$ cat src/rtl/rcb_pkg.sv
// Shared types and constants of the residual context binarizer.
package rcb_pkg;

	// Width of the result stream data: decision bit and context id, padded to bytes.
	localparam int unsigned OUT_W = 16;

	// Neighbor sign class, 0 to 6.
	typedef logic [2:0] sclass_t;

	localparam sclass_t SCLASS_NONE   = 3'd0;
	localparam sclass_t SCLASS_PPN    = 3'd1;
	localparam sclass_t SCLASS_NNP    = 3'd2;
	localparam sclass_t SCLASS_PNN    = 3'd3;
	localparam sclass_t SCLASS_NPP    = 3'd4;
	localparam sclass_t SCLASS_ALLPOS = 3'd5;
	localparam sclass_t SCLASS_ALLNEG = 3'd6;

	// Context id bases and the offsets added for chroma.
	localparam logic [7:0] CTX_ZERO  = 8'd0;
	localparam logic [7:0] CTX_SIGN  = 8'd2;
	localparam logic [7:0] CTX_GT1   = 8'd9;
	localparam logic [7:0] CTX_CAT   = 8'd11;
	localparam logic [7:0] CTX_REF   = 8'd43;
	localparam logic [7:0] CAT_STEP  = 8'd16;
	localparam logic [7:0] REF_STEP  = 8'd48;

	// Reset value of the neighbor threshold register.
	localparam logic [7:0] THRESHOLD_RESET = 8'd1;

endpackage

$ cat src/rtl/residual_context_binarizer.sv
// Residual context binarizer: turns 8x8 residual coefficients into context-tagged decisions.
//
// Coefficients enter one at a time in raster order on the s_ stream; each one is turned
// into 1 to 2*COEFF_BITS context-tagged binary decisions on the m_ stream, one decision
// per cycle while the output is not stalled, with m_tlast set on the last decision of a
// coefficient. A coefficient occupies the block until its last decision has been loaded
// into the output register; only then is the input ready again. The decisions come from
// the decision sequencer, which steps one shared compare-and-shift unit once per decision.
// The last nine coefficient values are kept as neighbor history and are zero after reset;
// the neighbor threshold register resets to 1 and should be written only while the block
// is idle.
module residual_context_binarizer #(
	parameter int unsigned COEFF_BITS = 16
) (
	input  logic                      clk,
	input  logic                      arst_n,
	// Configuration: neighbor_threshold.
	input  logic                      cfg_valid,
	output logic                      cfg_ready,
	input  logic [7:0]                cfg_data,
	// Coefficient requests.
	input  logic                      s_tvalid,
	output logic                      s_tready,
	// s_tdata, from bit 0: coefficient_value, coefficient_position, zero padding.
	input  logic [((COEFF_BITS+6+7)/8)*8-1:0] s_tdata,
	// s_tuser: is_chroma.
	input  logic                      s_tuser,
	// Decision requests.
	output logic                      m_tvalid,
	input  logic                      m_tready,
	// m_tdata, from bit 0: decision_bit, context_id, zero padding.
	output logic [rcb_pkg::OUT_W-1:0] m_tdata,
	// m_tlast: last_of_coefficient.
	output logic                      m_tlast
);

	localparam int unsigned N    = COEFF_BITS;
	localparam int unsigned IW   = $clog2(COEFF_BITS);
	localparam int unsigned HIST = 9;

	typedef enum logic [5:0] {
		ST_IDLE = 6'b000001,
		ST_ZERO = 6'b000010,
		ST_SIGN = 6'b000100,
		ST_GT1  = 6'b001000,
		ST_CAT  = 6'b010000,
		ST_REF  = 6'b100000
	} state_t;

	state_t                  state_q;
	state_t                  state_d;
	logic [7:0]              thresh_q;
	logic signed [N-1:0]     hist_q [HIST];
	logic [N-2:0]            sz_q;
	logic                    nz_q;
	logic                    neg_q;
	logic                    chroma_q;
	rcb_pkg::sclass_t        sclass_q;
	logic [IW-1:0]           i_q;
	logic [1:0]              l_q;
	logic [N-1:0]            m_q;
	logic                    out_valid_q;
	logic                    out_bit_q;
	logic [7:0]              out_ctx_q;
	logic                    out_last_q;

	logic                    accept;
	logic                    emit;
	logic signed [N-1:0]     in_val;
	logic [5:0]              in_pos;
	logic                    col_nz;
	logic                    row_nz;
	logic signed [N-1:0]     nb_left;
	logic signed [N-1:0]     nb_top;
	logic signed [N-1:0]     nb_ltop;
	rcb_pkg::sclass_t        sclass_d;
	logic [N-2:0]            sz_d;
	logic                    cat_ge;
	logic                    dec_bit;
	logic [7:0]              dec_ctx;
	logic                    dec_last;
	logic [7:0]              i_ext;

	assign cfg_ready = 1'b1;
	assign s_tready  = (state_q == ST_IDLE);
	assign accept    = s_tvalid && s_tready;
	assign emit      = (state_q != ST_IDLE) && (!out_valid_q || m_tready);

	assign m_tvalid = out_valid_q;
	assign m_tdata  = {{(rcb_pkg::OUT_W-9){1'b0}}, out_ctx_q, out_bit_q};
	assign m_tlast  = out_last_q;

	// Unpack the request and mask neighbors that fall outside the block.
	always_comb begin
		in_val  = $signed(s_tdata[N-1:0]);
		in_pos  = s_tdata[N+5:N];
		col_nz  = (in_pos[2:0] != 3'd0);
		row_nz  = (in_pos[5:3] != 3'd0);
		nb_left = col_nz ? hist_q[0] : '0;
		nb_top  = row_nz ? hist_q[7] : '0;
		nb_ltop = (col_nz && row_nz) ? hist_q[8] : '0;
		// Magnitude minus one: the one's complement for negative values.
		sz_d    = in_val[N-1] ? ~in_val[N-2:0] : (in_val[N-2:0] - {{(N-2){1'b0}}, 1'b1});
	end

	rcb_nbr_class #(
		.COEFF_BITS (N)
	) u_nbr (
		.left      (nb_left),
		.top       (nb_top),
		.ltop      (nb_ltop),
		.threshold (thresh_q),
		.sclass    (sclass_d)
	);

	// Shared compare unit and the decision of the current sequencer step.
	always_comb begin
		i_ext    = {{(8-IW){1'b0}}, i_q};
		cat_ge   = {1'b0, sz_q} >= m_q;
		dec_bit  = 1'b0;
		dec_ctx  = rcb_pkg::CTX_ZERO;
		dec_last = 1'b0;
		state_d  = state_q;
		case (state_q)
			ST_ZERO: begin
				dec_bit  = nz_q;
				dec_ctx  = rcb_pkg::CTX_ZERO + {7'd0, chroma_q};
				dec_last = !nz_q;
				state_d  = nz_q ? ST_SIGN : ST_IDLE;
			end
			ST_SIGN: begin
				dec_bit = neg_q;
				dec_ctx = rcb_pkg::CTX_SIGN + {5'd0, sclass_q};
				state_d = ST_GT1;
			end
			ST_GT1: begin
				dec_bit  = (sz_q != '0);
				dec_ctx  = rcb_pkg::CTX_GT1 + {7'd0, chroma_q};
				dec_last = (sz_q == '0);
				state_d  = (sz_q != '0) ? ST_CAT : ST_IDLE;
			end
			ST_CAT: begin
				dec_bit = cat_ge;
				dec_ctx = rcb_pkg::CTX_CAT + (chroma_q ? rcb_pkg::CAT_STEP : 8'd0) + i_ext;
				if (!cat_ge) begin
					dec_last = (i_q == '0);
					state_d  = (i_q == '0) ? ST_IDLE : ST_REF;
				end
			end
			ST_REF: begin
				dec_bit  = |({1'b0, sz_q} & m_q);
				dec_ctx  = rcb_pkg::CTX_REF + (chroma_q ? rcb_pkg::REF_STEP : 8'd0)
				           + {i_ext[6:0], 1'b0} + i_ext + {6'd0, l_q};
				dec_last = m_q[0];
				state_d  = m_q[0] ? ST_IDLE : ST_REF;
			end
			default: begin
				state_d = ST_IDLE;
			end
		endcase
	end

	// Sequencer state and the threshold register.
	always_ff @(posedge clk or negedge arst_n) begin
		if (!arst_n) begin
			state_q  <= ST_IDLE;
			thresh_q <= rcb_pkg::THRESHOLD_RESET;
		end else begin
			if (cfg_valid && cfg_ready) begin
				thresh_q <= cfg_data;
			end
			if (accept) begin
				state_q <= ST_ZERO;
			end else if (emit) begin
				state_q <= state_d;
			end
		end
	end

	// Neighbor history: a shift line of the received values.
	always_ff @(posedge clk or negedge arst_n) begin
		if (!arst_n) begin
			for (int k = 0; k < HIST; k++) begin
				hist_q[k] <= '0;
			end
		end else if (accept) begin
			for (int k = HIST - 1; k > 0; k--) begin
				hist_q[k] <= hist_q[k-1];
			end
			hist_q[0] <= in_val;
		end
	end

	// Per-coefficient working registers; the mask register shifts once per category and refinement step.
	always_ff @(posedge clk) begin
		if (accept) begin
			sz_q     <= sz_d;
			nz_q     <= (in_val != '0);
			neg_q    <= in_val[N-1];
			chroma_q <= s_tuser;
			sclass_q <= sclass_d;
			i_q      <= '0;
			l_q      <= 2'd0;
			m_q      <= {{(N-2){1'b0}}, 2'b10};
		end else if (emit) begin
			case (state_q)
				ST_CAT: begin
					if (cat_ge) begin
						m_q <= {m_q[N-2:0], 1'b0};
						i_q <= i_q + {{(IW-1){1'b0}}, 1'b1};
					end else begin
						m_q <= {2'b00, m_q[N-1:2]};
					end
				end
				ST_REF: begin
					m_q <= {1'b0, m_q[N-1:1]};
					if (l_q != 2'd2) begin
						l_q <= l_q + 2'd1;
					end
				end
				default: begin
					m_q <= m_q;
				end
			endcase
		end
	end

	// Output register: valid under reset, payload loaded on each step.
	always_ff @(posedge clk or negedge arst_n) begin
		if (!arst_n) begin
			out_valid_q <= 1'b0;
		end else if (emit) begin
			out_valid_q <= 1'b1;
		end else if (m_tready) begin
			out_valid_q <= 1'b0;
		end
	end

	always_ff @(posedge clk) begin
		if (emit) begin
			out_bit_q  <= dec_bit;
			out_ctx_q  <= dec_ctx;
			out_last_q <= dec_last;
		end
	end

endmodule

$ cat src/rtl/rcb_nbr_class.sv
// Neighbor sign classifier: compares left, top and top-left against the threshold.
module rcb_nbr_class #(
	parameter int unsigned COEFF_BITS = 16
) (
	input  logic signed [COEFF_BITS-1:0] left,
	input  logic signed [COEFF_BITS-1:0] top,
	input  logic signed [COEFF_BITS-1:0] ltop,
	input  logic        [7:0]            threshold,
	output rcb_pkg::sclass_t             sclass
);

	// Two extra bits hold both the unsigned threshold and its negation.
	localparam int unsigned CW = COEFF_BITS + 2;

	logic signed [CW-1:0] th_x;
	logic signed [CW-1:0] nth_x;
	logic signed [CW-1:0] l_x;
	logic signed [CW-1:0] t_x;
	logic signed [CW-1:0] d_x;
	logic lp, ln, tp, tn, dp, dn;

	// Extend operands to a common signed width.
	always_comb begin
		th_x  = $signed({{(CW-8){1'b0}}, threshold});
		nth_x = -th_x;
		l_x   = $signed({{2{left[COEFF_BITS-1]}}, left});
		t_x   = $signed({{2{top[COEFF_BITS-1]}}, top});
		d_x   = $signed({{2{ltop[COEFF_BITS-1]}}, ltop});
		lp    = l_x > th_x;
		ln    = l_x < nth_x;
		tp    = t_x > th_x;
		tn    = t_x < nth_x;
		dp    = d_x > th_x;
		dn    = d_x < nth_x;
	end

	// Pattern match in priority order; the first match wins.
	always_comb begin
		if (lp && dp && tn) begin
			sclass = rcb_pkg::SCLASS_PPN;
		end else if (ln && dn && tp) begin
			sclass = rcb_pkg::SCLASS_NNP;
		end else if (lp && dn && tn) begin
			sclass = rcb_pkg::SCLASS_PNN;
		end else if (ln && dp && tp) begin
			sclass = rcb_pkg::SCLASS_NPP;
		end else if (lp && tp && dp) begin
			sclass = rcb_pkg::SCLASS_ALLPOS;
		end else if (ln && tn && dn) begin
			sclass = rcb_pkg::SCLASS_ALLNEG;
		end else begin
			sclass = rcb_pkg::SCLASS_NONE;
		end
	end

endmodule

$ cat config.mk
export PLATFORM = sky130hd
export DESIGN_NAME = residual_context_binarizer
export DESIGN_NICKNAME = d
export VERILOG_FILES = /design/src/rtl/rcb_pkg.sv /design/src/rtl/residual_context_binarizer.sv /design/src/rtl/rcb_nbr_class.sv
export SDC_FILE = /design/constraint.sdc
export NUM_CORES = 1
export LEC_CHECK = 0
export CORE_ASPECT_RATIO = 0.6
export CORE_MARGIN = 10
export CORE_UTILIZATION = 45
export DETAILED_ROUTE_END_ITERATION = 8
export DONT_BUFFER_PORTS = 1
export PLACE_DENSITY = 0.7
export SLEW_MARGIN = 20
export SYNTH_ARGS = -nofsm -noshare
export SYNTH_HDL_FRONTEND = slang
export SYNTH_SLANG_ARGS = --single-unit
$ cat constraint.sdc
create_clock -name clk -period 3.6 [get_ports clk]
set_clock_uncertainty 0.1 [all_clocks]
set_input_delay 0.72 -clock clk [delete_from_list [all_inputs] [get_ports clk]]
set_output_delay 0.72 -clock clk [all_outputs]
set_load 0.03 [all_outputs]
==> results.toml, run 1 <==
[floorplanning]
core-area_sq_um = 26600
num_rows = 46
initial_core_util = 0.459
pin_count = 58
die-width_um = 233
die_h_um = 148
die_area_sq_um = 34300

[clocking]
cts_tree = "built"
cts-buffers-inserted = 22
path_clk_slew_ps = 70
h-tree-depth = 1
root_buffer = "clkbuf_16"
clockBufferDepth = 3
cts_sinks = 212
clock_latency_ps = 530

[synthesis]
synth_top_area_frac = 0.322
ys_ff_latch = 212
yosysWarnings = 0
yosysMostFrequentCell = "nand2_1"
synth_commonest_cells = "nand2_1 (476), dfrtp_1 (157), ha_1 (100)"
yosys-top-cells-area = "dfrtp_1 (32%), nand2_1 (15%), ha_1 (10%)"
ys_seq_area_frac = 0.438
syn_inst = 1380
synth_area_sq_um = 12200
synth-async-reset-ratio = 0.750
avgSynthCellArea_sq_um = 8.85
yosys.area.top_type = "dfrtp_1"
yosysUniqueCellTypes = 96
synth_ff_type = "dfrtp_1"
synth_edf_count = 31

[global_routing]
grt_pass1_wl_um = 50600
gr-total-overflow = 0
antenna_found_initial = 0
grt_max_degree = 160
grt_pass1_vias = 9446
grt_usage = 0.180

[placed_design]
portBuffers = 0
place.gp.congestion = 0.953
dp_hpwl_um = 22200
pre_cts_ws_ps = -288

[hold_path]
hp-class = "in2async"

[status]
run_status = "complete, but fails checks"
violations = "negative hold slack"

[pwr]
comb_power_share = 0.313
seqPwrFrac = 0.418
p_switching_uw = 3530
leakagePower_uw = 0.00685
power_density_nw_per_um2 = 687
p_int_uw = 5990
ir_drop_mv = 0.392
p_sw_frac = 0.371
p_clk_frac = 0.269

[timing]
finalMaxSlewViolations = 0
whs_ps = -208
setup_viol = 0
slew_headroom = 0.328
fin_crit_ps = 3470
worst_pin_slew_ps = 1000
setup_ws_ps = 126
max_freq_ghz = 0.288
fin_crit_sh = 0.965
finalHoldViolCount = 158

[routing]
via_per_inst = 5.51
routed-via-count = 9868
drc = 0
drtIter0Drc = 1110
wl_um = 31400
firstDrtPassIters = 6
ant_nets = 0
drt-wirelength-per-cell_um = 17.6

[setup_path]
critPathTopFamily = "simple AND/OR/NAND/NOR gates"
critPathKind = "reg2reg"
max_stage_delay_ps = 540
worstPathCellList = "inv_1 > ha_2 > nor3b_4 > and2_2 > buf_4 > ha_1 > a31oi_1 > nor4b_1 > a31oi_1 > o21ai_0 > mux2i_1 > o21a_4 > buf_4 > a22oi_1 > nor2_1"
cp_num_buf_inv = 3
cp.required_ps = 3780
crit_fanout = 5
arrival_ps = 3650
crit_slowest_cell = "dfstp_2"
end_kind = "register"
start_kind = "register"

[finish]
syn2layout_area_growth_pct = 13.5
fin_nets = 1553
multiInputGateArea_sq_um = 6400
regArea_sq_um = 5350
antennaDiodeCount = 0
fillCellCount = 2407
drive_gt1_frac = 0.113
fin_util = 0.521

[run]
maxCapViolCount = 0
worst paths after layout:
check                            startpoint           to  slack (ps)  depth (start not counted)
worst max register to register  thresh_q[0]  sclass_q[1]         130                         15
max in group asynchronous            arst_n  thresh_q[1]        3220                          0
worst min-delay path                 arst_n  thresh_q[6]        -210                          0
worst min register to register   hist_q[63]   hist_q[47]         360                          2
worst max-delay path            thresh_q[0]  sclass_q[1]         130                         15
min in group clk                  cfg_valid  thresh_q[0]         160                          1
routing by layer:
metal  vias up  wire (um)  global-route usage
met5         -          0                   0
met4         0        481              0.0382
met3        38       2960              0.0560
met2       322      12800               0.246
met1      4762      15200               0.269
li1       4746          -                   -
what timing repair did:
action	CTS	global route
setup endpoints to repair	0	3
buffers inserted	0	6
gates resized for setup	0	21
hold endpoints to repair	159	159
power groups by stage:
stage | Clock, uW | Combinational (uW) | Sequential (uW)
after floorplan | 0 | 2180 | 3750
after global placement | 0 | 2810 | 3990
after detailed placement | 0 | 2920 | 4000
after CTS | 2610 | 2950 | 3970
after global routing | 2710 | 3370 | 4070
final | 2560 | 2980 | 3980
stage by stage:
step | setup TNS (ps) | area [sq um] | instances | power, uW | hold slack, ps
floorplan | -451 | 12300 | 1386 | 5930 | 324
finish | 0 | 13900 | 1790 | 9520 | -208
CTS | 0 | 13700 | 1784 | 9520 | -233
global placement | -409 | 12900 | 1744 | 6810 | 330
global route | -37.7 | 13900 | 1790 | 10200 | -234
detailed placement | -690 | 12900 | 1744 | 6920 | 331
sequential cells by signal (all words and copies together), names as in the netlist:
| register | cells |
|---|---|
| chroma_q | 1 |
| hist_q | 144 |
| i_q | 4 |
| l_q | 2 |
| m_q | 16 |
| m_tlast | 1 |
| m_tvalid | 1 |
| neg_q | 1 |
| nz_q | 1 |
| out_bit_q | 1 |
| out_ctx_q | 8 |
| sclass_q | 3 |
| state_q | 6 |
| sz_q | 15 |
| thresh_q | 8 |
layout make-up:
class,instances,area share
Clock inverter,10,0.0113
Timing Repair Buffer,72,0.0438
Multi-Input combinational cell,1041,0.461
Inverter,65,0.0180
Tap cell,360,0.0325
Sequential cell,212,0.386
Clock buffer,30,0.0472
worst reg2reg max path, cell delays in order, from the launching register on:
cell and delay (ps):
dfstp_2 540, inv_1 70, ha_2 200, nor3b_4 170
and2_2 240, buf_4 180, ha_1 340, a31oi_1 120
nor4b_1 350, a31oi_1 100, o21ai_0 200, mux2i_1 120
o21a_4 150, buf_4 150, a22oi_1 150, nor2_1 50
kinds of logic after synthesis:
kind of cell	Yosys count	synth area share
AOI/OAI and AO/OA	193	0.108
xor gates and xnor gates	35	0.0291
adders and majority gates	106	0.108
buffers and inverters	133	0.0475
DFF	212	0.438
muxes	24	0.0198
other	2	0.000615
and+or+nand+nor	675	0.248
placed cells by master (no fill, tap or decap), drive strengths merged, types with 7 or more instances in the layout:
master	instances
nand2	477
dfrtp	157
ha	100
buf	72
inv	65
o21ai	58
nor2	38
a21oi	33
edfxtp	31
clkbuf	30
nor3	26
xnor2	26
and2	26
mux2i	23
dfxtp	22
and3	17
nor4	14
a32oi	13
a21o	13
nand3	13
nand4	11
a31oi	9
nand2b	8
conb	8
or4	8
or3	8
a211oi	7
nor3b	7
(Power assumes the default switching activity.)
==> inputs of run 2 (changes only) <==
--- a/config.mk
+++ b/config.mk
@@ -7,10 +7,10 @@
 export LEC_CHECK = 0
 export CORE_ASPECT_RATIO = 0.6
 export CORE_MARGIN = 10
-export CORE_UTILIZATION = 45
+export CORE_UTILIZATION = 40
 export DETAILED_ROUTE_END_ITERATION = 8
 export DONT_BUFFER_PORTS = 1
-export PLACE_DENSITY = 0.7
+export PLACE_DENSITY = 0.64
 export SLEW_MARGIN = 20
 export SYNTH_ARGS = -nofsm -noshare
 export SYNTH_HDL_FRONTEND = slang
==> results.toml, run 2 (synthesized netlist as in run 1, its figures left out) <==
[setup_path]
max_stage_delay_ps = 530
crit_start = "thresh_q[0]"
regToRegStartpoint = "thresh_q[0]"
crit_fanout = 6
cp.required_ps = 3870
start_kind = "register"
critPathKind = "reg2reg"
end_kind = "register"
crit_slowest_cell = "dfstp_2"
worstPathCellList = "inv_1 > ha_1 > nor3b_4 > and2_1 > ha_1 > a21o_1 > a21o_1 > a221o_1 > or3_4 > nand4_4 > or4b_1 > mux2i_1"
cp_num_buf_inv = 1
critPathTopFamily = "simple AND/OR/NAND/NOR gates"
arrival_ps = 3730

[finish]
largest_reg_flops = 144
syn2layout_area_growth_pct = 12.4
drive_gt1_frac = 0.103
top_register = "hist_q"
final_common_cell = "nand2_1"
design_area_sq_um = 13700
antennaDiodeCount = 0
fin_nets = 1545
fin_cells = 1830
mostFrequentLayoutCells = "nand2_1 (474), dfrtp_1 (157), ha_1 (99)"
reg.largest.list = "hist_q (144), m_q (16), sz_q (15)"

[placed_design]
place.gp.congestion = 0.940
placed_cell_area_sq_um = 12900
dp.cells = 1786
dp_hpwl_um = 22100
portBuffers = 0

[clocking]
cts-buffers-inserted = 22
clockBufferDepth = 3
root_buffer = "clkbuf_16"
clock_latency_ps = 510
path_clk_slew_ps = 70
cts_tree = "built"
cts_sinks = 212
h-tree-depth = 1

[pwr]
comb_power_share = 0.318
power_density_nw_per_um2 = 662
p_clk_frac = 0.243
leakagePower_uw = 0.00675
p_switching_uw = 3450
p_int_uw = 5630
ir_drop_mv = 0.293
seqPwrFrac = 0.439
p_sw_frac = 0.380

[floorplanning]
die_h_um = 155
num_rows = 49
initial_core_util = 0.407
die-width_um = 246
die_area_sq_um = 38200
pin_count = 58
core-area_sq_um = 30000

[timing]
max_freq_ghz = 0.289
worst_pin_slew_ps = 1080
fin_crit_ps = 3460
fin_crit_sh = 0.961
finalMaxSlewViolations = 0
finalHoldViolCount = 158
whs_ps = -189
setup_viol = 0
slew_headroom = 0.278

[global_routing]
grt_pass1_vias = 9113
gr-total-overflow = 0
grt_usage = 0.158
antenna_found_initial = 0
grt_max_degree = 160
grt_pass1_wl_um = 49700

[routing]
drtIter0Drc = 903
wl_um = 30800
drt-wirelength-per-cell_um = 16.9
ant_nets = 0
firstDrtPassIters = 5
drc = 0
routed-via-count = 9639
via_per_inst = 5.27

[status]
violations = "negative hold slack"
run_status = "complete, but fails checks"

[run]
maxCapViolCount = 0

[hold_path]
hp-class = "in2async"
run 2: cell count changes in the layout (fill, tap and decap cells not counted), sizes merged:
cell / before / now
clkinvlp: 2 / 1
bufinv: 4 / 0
clkinv: 4 / 9
buf: 72 / 64
run 2: metrics by stage:
| step | worst slack [ps] | utilization | TNS [ps] | total power (uW) |
|---|---|---|---|---|
| 6_report | 139 | 0.457 | 0 | 9090 |
| 5_1_grt | -13.2 | 0.457 | -13.2 | 9740 |
| 4_1_cts | 56.3 | 0.455 | 0 | 9130 |
| 3_5_place_dp | -204 | 0.431 | -546 | 6880 |
| 3_3_place_gp | -161 | 0.431 | -446 | 6790 |
| 2_1_floorplan | -238 | - | -451 | 5930 |
run 2: final cells by class:
type                       count  area, sq um
tap                          408          510
clock inverter                10         67.6
sequential                   212         5350
clock buffer                  30          631
multi-input combinational   1041         6390
inverter                      65          249
fill                        2907        16300
timing repair buffer          64          538
run 2: power by group through the flow:
stage | combinational, uW | clock (uW) | sequential (uW)
final | 2890 | 2210 | 3980
after global routing | 3290 | 2370 | 4080
after CTS | 2890 | 2260 | 3980
after detailed placement | 2870 | 0 | 4020
after global placement | 2790 | 0 | 4000
after floorplan | 2180 | 0 | 3750
run 2: worst paths after layout:
check,endpoint,slack (ps),depth (start not counted)
setup / recovery,sclass_q[2],140,12
hold / removal,thresh_q[4],-190,0
setup reg to reg,sclass_q[2],140,12
hold reg to reg,hist_q[35],360,2
max in group asynchronous,hist_q[98],3260,0
min in group clk,thresh_q[0],190,1
run 2: routing by layer:
layer | global-route usage | up-vias | share of wire
li1 | - | 4723 | -
met1 | 0.248 | 4608 | 0.51
met2 | 0.212 | 272 | 0.40
met3 | 0.0373 | 36 | 0.076
met4 | 0.0307 | 0 | 0.014
met5 | 0 | - | 0
run 2: worst reg2reg max path, cell delays in order, from the launching register on:
cell and delay (ps):
dfstp_2 530, inv_1 50, ha_1 220, nor3b_4 180, and2_1 250, ha_1 240
a21o_1 190, a21o_1 190, a221o_1 350, or3_4 340, nand4_4 130, or4b_1 440
mux2i_1 130
run 2: what timing repair did:
item	in CTS	in global routing
setup buffers	2	2
cloned	0	0
gates resized for setup	1	16
pin swaps	1	6
setup endpoints to repair	3	3
endpoints found under the hold margin	159	158
==> inputs of run 3 (changes only) <==
--- a/config.mk
+++ b/config.mk
@@ -8,6 +8,7 @@
 export CORE_ASPECT_RATIO = 0.6
 export CORE_MARGIN = 10
 export CORE_UTILIZATION = 40
+export CTS_BUF_LIST = sky130_fd_sc_hd__clkbuf_4 sky130_fd_sc_hd__clkbuf_8
 export DETAILED_ROUTE_END_ITERATION = 8
 export DONT_BUFFER_PORTS = 1
 export PLACE_DENSITY = 0.64
==> results.toml, run 3 (synthesized netlist as in run 1, its figures left out) <==
[timing]
max_freq_ghz = 0.286
slew_headroom = 0.284
finalMaxSlewViolations = 0
setup_viol = 0
whs_ps = -226
fin_crit_sh = 0.970
fin_setup_tns_ps = 0
rsz0062_at_grt = "no"
fin_crit_ps = 3490
finalHoldViolCount = 158
worst_pin_slew_ps = 1070

[run]
maxCapViolCount = 0

[setup_path]
regToRegStartpoint = "thresh_q[0]"
start_kind = "register"
crit_fanout = 8
max_stage_delay_ps = 530
end_kind = "register"
reg2reg_depth = 13
crit_top_cell = "buf_4"
worstPathCellList = "buf_4 > nor4_4 > buf_4 > buf_4 > buf_4 > or2_1 > maj3_2 > a221oi_2 > o21ai_1 > a41oi_1 > o21a_4 > a211oi_2 > o31a_1"
r2r_slack_ps = 110
cp_num_buf_inv = 4
critPathKind = "reg2reg"
arrival_ps = 3690
reg2reg_to = "sclass_q[0]"
critPathTopFamily = "compound AO/OA/AOI/OAI gates"
cp.required_ps = 3800
crit_slowest_cell = "dfstp_2"

[pwr]
seqPwrFrac = 0.428
comb_power_share = 0.312
leakagePower_uw = 0.00685
ir_drop_mv = 0.281
p_sw_frac = 0.375
p_total_uw = 9310
p_int_uw = 5820
p_clk_frac = 0.260
power_density_nw_per_um2 = 671
p_switching_uw = 3490

[clocking]
h-tree-depth = 2
clockBufferDepth = 3
cts_tree = "built"
root_buffer = "clkbuf_8"
cts_sinks = 212
path_clk_slew_ps = 70
cts-buffers-inserted = 36
clock_latency_ps = 550

[floorplanning]
die_area_sq_um = 38200
initial_core_util = 0.407
die_h_um = 155
core-area_sq_um = 30000
num_rows = 49
pin_count = 58
die-width_um = 246

[status]
violations = "negative hold slack"
run_status = "complete, but fails checks"

[finish]
syn2layout_area_growth_pct = 13.6
fin_util = 0.462
reg.largest.list = "hist_q (144), m_q (16), sz_q (15)"
mostFrequentLayoutCells = "nand2_1 (474), dfrtp_1 (157), ha_1 (99)"
largest_reg_flops = 144
final_common_cell = "nand2_1"
fin_nets = 1562
fillCellCount = 2907
design_area_sq_um = 13900
top_register = "hist_q"
drive_gt1_frac = 0.126

[placed_design]
dp_hpwl_um = 22100
portBuffers = 0
placed_cell_area_sq_um = 12900
place.gp.congestion = 0.940

[routing]
via_per_inst = 5.24
firstDrtPassIters = 5
drc = 0
drt-wirelength-per-cell_um = 16.8
routed-via-count = 9740
drtIter0Drc = 889
wl_um = 31200
ant_nets = 0

[global_routing]
grt_use_met3 = 0.0458
met2_usage = 0.215
grt_pass1_wl_um = 50400
grt_usage = 0.162
grt_max_degree = 160
grt_busiest_layer = "met1"
gr-total-overflow = 0
use_met1 = 0.247
antenna_found_initial = 0
grt_pass1_vias = 9249

[hold_path]
hp-class = "in2async"
run 3: cell count changes in the layout (fill, tap and decap cells not counted), moves of 2 or more:
| cell | before | now |
|---|---|---|
| clkbuf_4 | 0 | 14 |
| bufinv_16 | 0 | 2 |
| buf_4 | 58 | 61 |
| clkbuf_8 | 5 | 45 |
| clkbuf_1 | 3 | 0 |
| clkinv_1 | 4 | 2 |
| clkbuf_16 | 22 | 0 |
| clkinv_2 | 3 | 1 |
run 3: worst register-to-register path, delay by kind of cell (launching register included):
family	cells	cell delay, ps
AO/OA/AOI/OAI	6	1210
adder cells (fa/ha/maj)	1	360
buffers and inverters	4	640
flip-flops	1	530
AND/OR/NAND/NOR	2	420
run 3: area by class of cell:
class / count / area (sq um) / area share
Clock buffer: 59 / 724 / 0.0522
Clock inverter: 6 / 85.1 / 0.00613
Inverter: 65 / 249 / 0.0179
Antenna cell: 1 / 2.50 / 0.000180
Multi-Input combinational cell: 1041 / 6390 / 0.460
Sequential cell: 212 / 5350 / 0.386
Timing Repair Buffer: 67 / 561 / 0.0404
Tap cell: 408 / 510 / 0.0368
run 3: worst max-delay path by stage:
stage,from,endpoint,slack (ps),depth (start not counted)
floorplan,s_tdata[20],sclass_q[0],-240,15
global placement,s_tdata[20],sclass_q[0],-160,13
detailed placement,s_tdata[20],sclass_q[0],-200,13
CTS,thresh_q[0],sclass_q[2],40,14
global route,thresh_q[1],sclass_q[2],1,14
finish,thresh_q[0],sclass_q[0],110,13
run 3: repair_timing:
item	CTS	global route
endpoints found under the setup margin	3	3
buffers inserted	2	5
endpoints found under the hold margin	159	159
pin swaps	1	7
gates resized for setup	1	19
run 3: power by group through the flow:
stage	clock (uW)	combinational, uW	sequential [uW]
2_1_floorplan	0	2180	3750
3_3_place_gp	0	2790	4000
3_5_place_dp	0	2870	4020
4_1_cts	2500	2890	3980
5_1_grt	2620	3300	4080
6_report	2420	2910	3980
run 3: through the flow:
| step | setup slack (ps) | instances |
|---|---|---|
| global route | 1.02 | 1858 |
| global placement | -161 | 1786 |
| detailed placement | -204 | 1786 |
| finish | 108 | 1859 |
| floorplan | -238 | 1386 |
| CTS | 44.7 | 1853 |
run 3: layer usage:
| layer | up-vias | wire length [um] |
|---|---|---|
| met5 | - | 0 |
| li1 | 4774 | - |
| met2 | 272 | 12500 |
| met4 | 0 | 432 |
| met1 | 4652 | 15900 |
| met3 | 42 | 2400 |
